File: src/hw/rtl/vcsl_pkg.sv
// Shared types, constants and helpers for the velocity command slew limiter.
// No dependencies.
`timescale 1ns / 1ps
`default_nettype none

package vcsl_pkg;

    // Field widths
    localparam int unsigned VEL_W  = 16;
    localparam int unsigned LIM_W  = 15;
    localparam int unsigned ACC_W  = 16;
    localparam int unsigned TIME_W = 16;
    localparam int unsigned STEP_W = 12;   // capped step fits 0..4095
    localparam int unsigned CHG_W  = 12;   // acc * step >> 16 stays below 4096
    localparam int unsigned PROD_W = ACC_W + STEP_W;
    localparam int unsigned NM_W   = VEL_W + 5;   // holds 20 * 32768
    localparam int unsigned CFG_AW = 3;
    localparam int unsigned CFG_DW = 16;

    // Step limits, 2^-16 s units
    localparam logic [TIME_W-1:0] STEP_MIN = 16'd66;
    localparam logic [TIME_W-1:0] STEP_MAX = 16'd6554;
    localparam logic [TIME_W-1:0] STEP_CAP = 16'd3277;

    // Motion thresholds
    localparam logic [VEL_W-1:0] MOVE_LIN = 16'd10;
    localparam logic [VEL_W-1:0] MOVE_ANG = 16'd5;

    // Configuration register indexes
    typedef enum logic [CFG_AW-1:0] {
        CFG_LIMIT_X   = 3'd0,
        CFG_LIMIT_Y   = 3'd1,
        CFG_LIMIT_YAW = 3'd2,
        CFG_ACCEL     = 3'd3,
        CFG_DECEL     = 3'd4,
        CFG_ANG_ACCEL = 3'd5,
        CFG_DEAD_ZONE = 3'd6
    } t_cfg_idx;

    // Input request
    typedef struct packed {
        logic signed [VEL_W-1:0] target_x;
        logic signed [VEL_W-1:0] target_y;
        logic signed [VEL_W-1:0] target_yaw;
        logic [TIME_W-1:0]       step_time;
        logic [TIME_W-1:0]       elapsed_time;
    } t_in_item;

    // Result
    typedef struct packed {
        logic signed [VEL_W-1:0] speed_x;
        logic signed [VEL_W-1:0] speed_y;
        logic signed [VEL_W-1:0] speed_yaw;
        logic                    was_clamped;
        logic                    was_slewed;
        logic                    is_moving;
        logic                    at_max;
    } t_out_item;

    // Pipeline load strobes and priming state
    typedef struct packed {
        logic ld1;
        logic ld2;
        logic ld3;
        logic primed;
    } t_ctl;

    // Per-step velocity change allowances
    typedef struct packed {
        logic [CHG_W-1:0] rise_lin;
        logic [CHG_W-1:0] fall_lin;
        logic [CHG_W-1:0] ang;
    } t_chg;

    // What one lane hands to the merge stage
    typedef struct packed {
        logic signed [VEL_W-1:0] held;
        logic                    clamped;
        logic                    slewed;
    } t_lane_res;

    // Magnitude of a 16-bit signed value; -32768 gives 32768
    function automatic logic [VEL_W-1:0] f_mag(input logic signed [VEL_W-1:0] v);
        logic [VEL_W-1:0] neg;
        neg = VEL_W'(-v);
        return v[VEL_W-1] ? neg : VEL_W'(v);
    endfunction

endpackage

`default_nettype wire

File: src/hw/rtl/vcsl_step.sv
// Step time selection and change allowances (pipeline stage 1).
// Depends on vcsl_pkg.
`timescale 1ns / 1ps
`default_nettype none

module vcsl_step (
    input  wire logic                          i_clk,
    input  wire vcsl_pkg::t_ctl                i_ctl,
    input  wire logic [vcsl_pkg::TIME_W-1:0]   i_step_time,
    input  wire logic [vcsl_pkg::TIME_W-1:0]   i_elapsed_time,
    input  wire logic [vcsl_pkg::ACC_W-1:0]    i_accel,
    input  wire logic [vcsl_pkg::ACC_W-1:0]    i_decel,
    input  wire logic [vcsl_pkg::ACC_W-1:0]    i_ang_accel,
    output vcsl_pkg::t_chg                     o_chg
);

    logic [vcsl_pkg::TIME_W-1:0] step_a;
    logic [vcsl_pkg::TIME_W-1:0] step_b;
    logic [vcsl_pkg::STEP_W-1:0] step_c;
    logic [vcsl_pkg::PROD_W-1:0] p_rise;
    logic [vcsl_pkg::PROD_W-1:0] p_fall;
    logic [vcsl_pkg::PROD_W-1:0] p_ang;
    vcsl_pkg::t_chg              r_chg;
    vcsl_pkg::t_chg              n_chg;

    // Clamp nominal step, take the larger of it and elapsed, then cap
    always_comb begin
        if (i_step_time < vcsl_pkg::STEP_MIN) begin
            step_a = vcsl_pkg::STEP_MIN;
        end else if (i_step_time > vcsl_pkg::STEP_MAX) begin
            step_a = vcsl_pkg::STEP_MAX;
        end else begin
            step_a = i_step_time;
        end
        step_b = (i_elapsed_time > step_a) ? i_elapsed_time : step_a;
        if (step_b > vcsl_pkg::STEP_CAP) begin
            step_c = vcsl_pkg::STEP_CAP[vcsl_pkg::STEP_W-1:0];
        end else begin
            step_c = step_b[vcsl_pkg::STEP_W-1:0];
        end
    end

    // acc * step in 2^-16 s, keep the integer part
    always_comb begin
        p_rise = vcsl_pkg::PROD_W'(i_accel) * vcsl_pkg::PROD_W'(step_c);
        p_fall = vcsl_pkg::PROD_W'(i_decel) * vcsl_pkg::PROD_W'(step_c);
        p_ang  = vcsl_pkg::PROD_W'(i_ang_accel) * vcsl_pkg::PROD_W'(step_c);
        n_chg.rise_lin = p_rise[vcsl_pkg::PROD_W-1:vcsl_pkg::ACC_W];
        n_chg.fall_lin = p_fall[vcsl_pkg::PROD_W-1:vcsl_pkg::ACC_W];
        n_chg.ang      = p_ang[vcsl_pkg::PROD_W-1:vcsl_pkg::ACC_W];
    end

    always_ff @(posedge i_clk) begin
        if (i_ctl.ld1) begin
            r_chg <= n_chg;
        end
    end

    assign o_chg = r_chg;

endmodule

`default_nettype wire

File: src/hw/rtl/vcsl_lane.sv
// One axis lane: deadband and clamp (stage 1), slew toward target (stage 2).
// Depends on vcsl_pkg.
`timescale 1ns / 1ps
`default_nettype none

module vcsl_lane (
    input  wire logic                               i_clk,
    input  wire logic                               i_rst_n,
    input  wire vcsl_pkg::t_ctl                     i_ctl,
    input  wire logic signed [vcsl_pkg::VEL_W-1:0]  i_target,
    input  wire logic [vcsl_pkg::LIM_W-1:0]         i_limit,
    input  wire logic [vcsl_pkg::LIM_W-1:0]         i_dead_zone,
    input  wire logic [vcsl_pkg::CHG_W-1:0]         i_chg_rise,
    input  wire logic [vcsl_pkg::CHG_W-1:0]         i_chg_fall,
    output vcsl_pkg::t_lane_res                     o_res
);

    logic signed [vcsl_pkg::VEL_W-1:0] v_db;
    logic signed [vcsl_pkg::VEL_W:0]   v_wide;
    logic signed [vcsl_pkg::VEL_W:0]   lim_pos;
    logic signed [vcsl_pkg::VEL_W:0]   lim_neg;
    logic signed [vcsl_pkg::VEL_W-1:0] n_tgt;
    logic                              n_clamp1;
    logic signed [vcsl_pkg::VEL_W-1:0] r_tgt;
    logic                              r_clamp1;

    logic signed [vcsl_pkg::VEL_W:0]   diff;
    logic [vcsl_pkg::VEL_W:0]          mag_diff;
    logic                              rise;
    logic [vcsl_pkg::CHG_W-1:0]        chg;
    logic signed [vcsl_pkg::VEL_W-1:0] chg_s;
    logic signed [vcsl_pkg::VEL_W-1:0] slewed_val;
    logic signed [vcsl_pkg::VEL_W-1:0] n_held;
    logic                              n_slew;
    logic signed [vcsl_pkg::VEL_W-1:0] r_held;
    logic                              r_clamp2;
    logic                              r_slew;

    // Stage 1: deadband, then clamp to +-limit
    always_comb begin
        v_db    = (vcsl_pkg::f_mag(i_target) < vcsl_pkg::VEL_W'(i_dead_zone)) ?
                  '0 : i_target;
        v_wide  = {v_db[vcsl_pkg::VEL_W-1], v_db};
        lim_pos = $signed({2'b00, i_limit});
        lim_neg = -lim_pos;
        if (v_wide > lim_pos) begin
            n_tgt = lim_pos[vcsl_pkg::VEL_W-1:0];
        end else if (v_wide < lim_neg) begin
            n_tgt = lim_neg[vcsl_pkg::VEL_W-1:0];
        end else begin
            n_tgt = v_db;
        end
        n_clamp1 = (n_tgt != v_db);
    end

    always_ff @(posedge i_clk) begin
        if (i_ctl.ld1) begin
            r_tgt    <= n_tgt;
            r_clamp1 <= n_clamp1;
        end
    end

    // Stage 2: move held value toward target by at most the allowance
    always_comb begin
        diff     = {r_tgt[vcsl_pkg::VEL_W-1], r_tgt} - {r_held[vcsl_pkg::VEL_W-1], r_held};
        mag_diff = diff[vcsl_pkg::VEL_W] ? (vcsl_pkg::VEL_W+1)'(-diff) : diff;
        rise     = !diff[vcsl_pkg::VEL_W] && (diff != '0);
        chg      = rise ? i_chg_rise : i_chg_fall;
        chg_s    = $signed(vcsl_pkg::VEL_W'(chg));
        slewed_val = rise ? (r_held + chg_s) : (r_held - chg_s);
        if (!i_ctl.primed) begin
            // first command after reset passes through
            n_held = r_tgt;
        end else if (mag_diff <= (vcsl_pkg::VEL_W+1)'(chg)) begin
            n_held = r_tgt;
        end else begin
            n_held = slewed_val;
        end
        n_slew = i_ctl.primed && (n_held != r_tgt);
    end

    // Held velocity is the lane state and the stage 2 payload
    always_ff @(posedge i_clk) begin
        if (!i_rst_n) begin
            r_held <= '0;
        end else if (i_ctl.ld2) begin
            r_held <= n_held;
        end
    end

    always_ff @(posedge i_clk) begin
        if (i_ctl.ld2) begin
            r_clamp2 <= r_clamp1;
            r_slew   <= n_slew;
        end
    end

    assign o_res.held    = r_held;
    assign o_res.clamped = r_clamp2;
    assign o_res.slewed  = r_slew;

endmodule

`default_nettype wire

File: src/hw/rtl/vcsl_merge.sv
// Merge stage: combines lane results into flags, holds the output register.
// Depends on vcsl_pkg.
`timescale 1ns / 1ps
`default_nettype none

module vcsl_merge (
    input  wire logic                       i_clk,
    input  wire vcsl_pkg::t_ctl             i_ctl,
    input  wire vcsl_pkg::t_lane_res        i_res_x,
    input  wire vcsl_pkg::t_lane_res        i_res_y,
    input  wire vcsl_pkg::t_lane_res        i_res_yaw,
    input  wire logic [vcsl_pkg::LIM_W-1:0] i_limit_x,
    input  wire logic [vcsl_pkg::LIM_W-1:0] i_limit_y,
    input  wire logic [vcsl_pkg::LIM_W-1:0] i_limit_yaw,
    output vcsl_pkg::t_out_item             o_item
);

    logic [vcsl_pkg::VEL_W-1:0] mag_x;
    logic [vcsl_pkg::VEL_W-1:0] mag_y;
    logic [vcsl_pkg::VEL_W-1:0] mag_yaw;
    vcsl_pkg::t_out_item        n_item;
    vcsl_pkg::t_out_item        r_item;

    // 20*|v| >= 19*limit, i.e. within 95 percent of the limit
    function automatic logic f_near_max(input logic [vcsl_pkg::VEL_W-1:0] m,
                                        input logic [vcsl_pkg::LIM_W-1:0] lim);
        logic [vcsl_pkg::NM_W-1:0] lhs;
        logic [vcsl_pkg::NM_W-1:0] rhs;
        lhs = vcsl_pkg::NM_W'(m) * vcsl_pkg::NM_W'(20);
        rhs = vcsl_pkg::NM_W'(lim) * vcsl_pkg::NM_W'(19);
        return lhs >= rhs;
    endfunction

    always_comb begin
        mag_x   = vcsl_pkg::f_mag(i_res_x.held);
        mag_y   = vcsl_pkg::f_mag(i_res_y.held);
        mag_yaw = vcsl_pkg::f_mag(i_res_yaw.held);
        n_item.speed_x     = i_res_x.held;
        n_item.speed_y     = i_res_y.held;
        n_item.speed_yaw   = i_res_yaw.held;
        n_item.was_clamped = i_res_x.clamped | i_res_y.clamped | i_res_yaw.clamped;
        n_item.was_slewed  = i_res_x.slewed | i_res_y.slewed | i_res_yaw.slewed;
        n_item.is_moving   = (mag_x > vcsl_pkg::MOVE_LIN) || (mag_y > vcsl_pkg::MOVE_LIN) ||
                             (mag_yaw > vcsl_pkg::MOVE_ANG);
        n_item.at_max      = f_near_max(mag_x, i_limit_x) || f_near_max(mag_y, i_limit_y) ||
                             f_near_max(mag_yaw, i_limit_yaw);
    end

    always_ff @(posedge i_clk) begin
        if (i_ctl.ld3) begin
            r_item <= n_item;
        end
    end

    assign o_item = r_item;

endmodule

`default_nettype wire

File: src/hw/rtl/velocity_command_slew_limiter.sv
// Throughput: one request per cycle while the output is not stalled; each stage
// advances when the next is free, so input is taken while a finished result
// waits. The rate is set by the held-velocity loop in stage 2 (subtract, compare,
// add per axis). Synchronous active-low reset clears stage valids, configuration,
// held velocities and the primed flag.
// Depends on vcsl_pkg, vcsl_step, vcsl_lane, vcsl_merge.
`timescale 1ns / 1ps
`default_nettype none

module velocity_command_slew_limiter (
    input  wire logic                          i_clk,
    input  wire logic                          i_rst_n,
    // configuration write port
    input  wire logic                          i_cfg_we,
    input  wire logic [vcsl_pkg::CFG_AW-1:0]   i_cfg_addr,
    input  wire logic [vcsl_pkg::CFG_DW-1:0]   i_cfg_wdata,
    // input requests
    input  wire logic                          i_in_valid,
    output logic                               o_in_stall,
    input  wire vcsl_pkg::t_in_item            i_in_data,
    // results
    output logic                               o_out_valid,
    input  wire logic                          i_out_stall,
    output vcsl_pkg::t_out_item                o_out_data
);

    logic [vcsl_pkg::LIM_W-1:0] r_limit_x;
    logic [vcsl_pkg::LIM_W-1:0] r_limit_y;
    logic [vcsl_pkg::LIM_W-1:0] r_limit_yaw;
    logic [vcsl_pkg::ACC_W-1:0] r_accel;
    logic [vcsl_pkg::ACC_W-1:0] r_decel;
    logic [vcsl_pkg::ACC_W-1:0] r_ang_accel;
    logic [vcsl_pkg::LIM_W-1:0] r_dead_zone;

    logic r_v1;
    logic r_v2;
    logic r_v3;
    logic r_primed;
    logic n_v1;
    logic n_v2;
    logic n_v3;
    logic rdy1;
    logic rdy2;
    logic rdy3;

    vcsl_pkg::t_ctl      ctl;
    vcsl_pkg::t_chg      chg;
    vcsl_pkg::t_lane_res res_x;
    vcsl_pkg::t_lane_res res_y;
    vcsl_pkg::t_lane_res res_yaw;

    // Configuration registers
    always_ff @(posedge i_clk) begin
        if (!i_rst_n) begin
            r_limit_x   <= '0;
            r_limit_y   <= '0;
            r_limit_yaw <= '0;
            r_accel     <= '0;
            r_decel     <= '0;
            r_ang_accel <= '0;
            r_dead_zone <= '0;
        end else if (i_cfg_we) begin
            case (i_cfg_addr)
                vcsl_pkg::CFG_LIMIT_X:   r_limit_x   <= i_cfg_wdata[vcsl_pkg::LIM_W-1:0];
                vcsl_pkg::CFG_LIMIT_Y:   r_limit_y   <= i_cfg_wdata[vcsl_pkg::LIM_W-1:0];
                vcsl_pkg::CFG_LIMIT_YAW: r_limit_yaw <= i_cfg_wdata[vcsl_pkg::LIM_W-1:0];
                vcsl_pkg::CFG_ACCEL:     r_accel     <= i_cfg_wdata;
                vcsl_pkg::CFG_DECEL:     r_decel     <= i_cfg_wdata;
                vcsl_pkg::CFG_ANG_ACCEL: r_ang_accel <= i_cfg_wdata;
                vcsl_pkg::CFG_DEAD_ZONE: r_dead_zone <= i_cfg_wdata[vcsl_pkg::LIM_W-1:0];
                default: ;
            endcase
        end
    end

    // Pipeline flow: a stage loads when its input is valid and it is free
    always_comb begin
        rdy3       = !r_v3 || !i_out_stall;
        rdy2       = !r_v2 || rdy3;
        rdy1       = !r_v1 || rdy2;
        ctl.ld1    = i_in_valid && rdy1;
        ctl.ld2    = r_v1 && rdy2;
        ctl.ld3    = r_v2 && rdy3;
        ctl.primed = r_primed;
        n_v1       = ctl.ld1 || (r_v1 && !ctl.ld2);
        n_v2       = ctl.ld2 || (r_v2 && !ctl.ld3);
        n_v3       = ctl.ld3 || (r_v3 && i_out_stall);
    end

    always_ff @(posedge i_clk) begin
        if (!i_rst_n) begin
            r_v1     <= 1'b0;
            r_v2     <= 1'b0;
            r_v3     <= 1'b0;
            r_primed <= 1'b0;
        end else begin
            r_v1 <= n_v1;
            r_v2 <= n_v2;
            r_v3 <= n_v3;
            if (ctl.ld2) begin
                r_primed <= 1'b1;
            end
        end
    end

    assign o_in_stall  = !rdy1;
    assign o_out_valid = r_v3;

    // Step selection and change allowances
    vcsl_step u_step (
        .i_clk          (i_clk),
        .i_ctl          (ctl),
        .i_step_time    (i_in_data.step_time),
        .i_elapsed_time (i_in_data.elapsed_time),
        .i_accel        (r_accel),
        .i_decel        (r_decel),
        .i_ang_accel    (r_ang_accel),
        .o_chg          (chg)
    );

    // Axis lanes
    vcsl_lane u_lane_x (
        .i_clk       (i_clk),
        .i_rst_n     (i_rst_n),
        .i_ctl       (ctl),
        .i_target    (i_in_data.target_x),
        .i_limit     (r_limit_x),
        .i_dead_zone (r_dead_zone),
        .i_chg_rise  (chg.rise_lin),
        .i_chg_fall  (chg.fall_lin),
        .o_res       (res_x)
    );

    vcsl_lane u_lane_y (
        .i_clk       (i_clk),
        .i_rst_n     (i_rst_n),
        .i_ctl       (ctl),
        .i_target    (i_in_data.target_y),
        .i_limit     (r_limit_y),
        .i_dead_zone (r_dead_zone),
        .i_chg_rise  (chg.rise_lin),
        .i_chg_fall  (chg.fall_lin),
        .o_res       (res_y)
    );

    vcsl_lane u_lane_yaw (
        .i_clk       (i_clk),
        .i_rst_n     (i_rst_n),
        .i_ctl       (ctl),
        .i_target    (i_in_data.target_yaw),
        .i_limit     (r_limit_yaw),
        .i_dead_zone (r_dead_zone),
        .i_chg_rise  (chg.ang),
        .i_chg_fall  (chg.ang),
        .o_res       (res_yaw)
    );

    // Flags and output register
    vcsl_merge u_merge (
        .i_clk       (i_clk),
        .i_ctl       (ctl),
        .i_res_x     (res_x),
        .i_res_y     (res_y),
        .i_res_yaw   (res_yaw),
        .i_limit_x   (r_limit_x),
        .i_limit_y   (r_limit_y),
        .i_limit_yaw (r_limit_yaw),
        .o_item      (o_out_data)
    );

endmodule

`default_nettype wire

File: config.mk
export PLATFORM = sky130hd
export DESIGN_NAME = velocity_command_slew_limiter
export DESIGN_NICKNAME = d
export VERILOG_FILES = /design/src/hw/rtl/vcsl_pkg.sv /design/src/hw/rtl/vcsl_step.sv /design/src/hw/rtl/vcsl_lane.sv /design/src/hw/rtl/vcsl_merge.sv /design/src/hw/rtl/velocity_command_slew_limiter.sv
export SDC_FILE = /design/constraint.sdc
export NUM_CORES = 2
export LEC_CHECK = 0
export BUFFER_PORTS_ARGS = -buffer_cell sky130_fd_sc_hd__buf_2
export CAP_MARGIN = 10
export CORE_ASPECT_RATIO = 0.75
export CORE_UTILIZATION = 65
export CTS_BUF_LIST = sky130_fd_sc_hd__clkbuf_4
export DETAILED_ROUTE_END_ITERATION = 8
export GPL_TIMING_DRIVEN = 0
export PLACE_DENSITY = 0.83
export SLEW_MARGIN = 15
export SYNTH_ARGS = -nofsm -noshare
export SYNTH_HDL_FRONTEND = slang
export SYNTH_SLANG_ARGS = --single-unit
export TNS_END_PERCENT = 50
File: constraint.sdc
create_clock -name i_clk -period 22.4 [get_ports i_clk]
set_clock_uncertainty 0.15 [all_clocks]
set_input_delay 3.36 -clock i_clk [delete_from_list [all_inputs] [get_ports i_clk]]
set_output_delay 3.36 -clock i_clk [all_outputs]
set_load 0.01 [all_outputs]
==> impl_metrics.ini <==
[sta]
fin_hold_ws_ns = 0.274
final_hold_viol_count = 0
report.final.slew_viol_count = 0
min_period_over_period = 0.677
setup_viol = 0
fin_crit_ns = 15.16
max_freq_mhz = 66.0
rsz0062_at_grt = false
worstMarginPinSlew_ns = 1.24
slew_headroom = 0.171
tns_ns = 0

[yosys]
synth_common_cells = nand2_1 (911), inv_1 (892), ha_1 (730)
yosysTopAreaCell = fa_1
synth_top_area_frac = 0.176
synthFlopType = dfxtp_1
postSynthRegisterBits = 305
yosysWarnings = 0
synthCells = 6420
synth_edf_count = 145
synthDistinctLibCells = 103
synth.top_cells.by_area = fa_1 (18%), ha_1 (17%), edfxtp_1 (8.3%)
yosysMostFrequentCell = nand2_1
yosysSeqAreaShare = 0.144
syn_area_mm2 = 0.0523
avgSynthCellArea_um2 = 8.15
async_reset_ff_frac = 0

[global_route]
grt_max_degree = 28
antenna_found_initial = 18
grt_pass1_vias = 46100
grt_use_total = 0.426
overflow = 0
grt_pass1_wl_um = 265000

[clock_tree]
cts_setup_buffers = 0
cts_buffers = 83
ctsRootBufferMaster = clkbuf_4
holdBufCountCts = 0
htreeDepth = 3
cts_resized = 0
cts_tree = yes
clk_latency_ns = 0.92
path_clk_slew_ns = 0.08
clockBufferDepth = 3
cts.sinks = 305

[critical_path]
crit_type = primary input to register
cp_slowest_cell = nor4b_1
start_kind = primary input
cp-end-kind = register
max_stage_delay_ns = 0.68
crit_top_cell = fa_1
crit_required_ns = 22.88
worst-path-max-fanout = 10
arrival_ns = 15.64

[place]
post_dp_cell_area_mm2 = 0.0546
routabilityCongestion = 1.03
hpwl_um = 145000
io_buffers = 151

[die]
dieHeight_um = 248
initial_core_util = 0.661
rows = 89
core_area_mm2 = 0.0792
fp.dieW_um = 330
die_area_mm2 = 0.0816
io_pins = 158

[drt]
vias_per_cell = 6.30
drt-wirelength-per-cell_um = 22.4
drtIter0Drc = 5772
drc = 2
antenna_left = 0
wl_um = 175000
num_vias = 49100
dr.pass1.iters = 9

[final_layout]
synthToLayoutAreaGrowth_pct = 6.56
drive_gt1_frac = 0.0543
fill_cells = 6519
final_cell_area_mm2 = 0.0558
fin_nets = 7958

[run]
maxCapViolations = 0

[pwr]
p_per_area_mw_per_mm2 = 61.3
p_leak_uw = 0.0262
ir_drop_v = 0.0000431

[hold_path]
hold_path_class = register to register

[run_status]
violations = DRC
outcome = finished with violations
## cell families (layout without fill, tap and decap cells)
family | after synthesis | in the layout | share of synthesized area
and+or+nand+nor | 2045 | 2045 | 0.185
adders and majority gates | 1189 | 1189 | 0.350
DFF | 305 | 305 | 0.144
muxes | 50 | 50 | 0.00976
AOI/OAI and AO/OA | 1262 | 1262 | 0.157
buffers and inverters | 1150 | 1463 | 0.0832
xor gates and xnor gates | 418 | 418 | 0.0705
other | 1 | 18 | 0.0000717
## through the flow
| step | power, µW | util | setup slack, ns | cells |
|---|---|---|---|---|
| after floorplan | 2190 | - | 9.78 | 6422 |
| after global placement | 2720 | 0.687 | 6.49 | 7619 |
| after detailed placement | 2770 | 0.689 | 6.77 | 7626 |
| after CTS | 3340 | 0.704 | 7.65 | 7781 |
| after global routing | 3640 | 0.704 | 6.88 | 7789 |
| final | 3420 | 0.704 | 7.24 | 7796 |
## report_power, final
part | switching (µW) | internal, µW
clock network | 277 | 285
registers | 71.6 | 640
logic | 1320 | 822
total | 1670 | 1750
## sequential cells by signal (all words and copies together), names as in the netlist, 16 cells and up
name	cells
u_lane_y.r_tgt	16
u_lane_y.r_held	16
u_lane_yaw.r_tgt	16
u_merge.o_item	52
u_lane_yaw.r_held	16
r_ang_accel	16
r_accel	16
u_step.o_chg	36
r_decel	16
u_lane_x.r_tgt	16
u_lane_x.r_held	16
## final timing paths
path,start,to,slack (ns),depth (start not counted)
setup reg to reg,u_lane_y.r_held[0]$_SDFFE_PN0P_,u_lane_y.r_slew$_DFFE_PP_,13.79,30
setup / recovery,i_in_data[17],u_step.o_chg[11]$_DFFE_PP_,7.24,39
hold / removal,u_lane_yaw.r_clamp1$_DFFE_PP_,u_lane_yaw.r_clamp2$_DFFE_PP_,0.27,0
hold reg to reg,u_lane_yaw.r_clamp1$_DFFE_PP_,u_lane_yaw.r_clamp2$_DFFE_PP_,0.27,0
## cell usage in the layout, fill, tap and decap left out, types with 52 or more instances in the layout
master    count
nand2_1     911
inv_1       892
ha_1        730
fa_1        459
a21oi_1     369
nor2_1      304
xnor2_1     304
o21ai_0     267
clkbuf_1    235
and2_1      219
dfxtp_1     160
buf_2       157
edfxtp_1    145
clkbuf_4    114
xor2_1      112
nor3_1      108
a21o_1      102
nand3_1     102
nor2b_1      62
o21a_1       54
nand4_1      52
## critical path, delay by kind of cell
family                     cells  cell delay, ns
muxes                          1            0.44
adders and majority gates      7            3.13
xor gates and xnor gates       1            0.35
and+or+nand+nor               11            3.29
AOI/OAI and AO/OA             11            2.86
buffers and inverters          8            2.20
## routing by layer
layer	vias to the layer above	global-route usage	wire, µm	part of all wire
li1	22300	-	-	-
met1	23400	0.616	73600	0.42
met2	3108	0.568	67400	0.39
met3	361	0.174	28500	0.16
met4	6	0.132	5150	0.029
met5	-	0.0259	215	0.0012
## area by class of cell
cell class | instances | area (µm²) | share of cell area
antenna | 15 | 37.5 | 0.000673
buffer | 257 | 1000 | 0.0179
clock buffer | 114 | 856 | 0.0154
clock inverter | 41 | 275 | 0.00494
inverter | 893 | 3350 | 0.0601
multi-input combinational | 4967 | 40500 | 0.726
sequential | 305 | 7560 | 0.136
tap | 1046 | 1310 | 0.0235
timing repair buffer | 158 | 908 | 0.0163
Note: power is estimated with default switching activity, not from simulation.
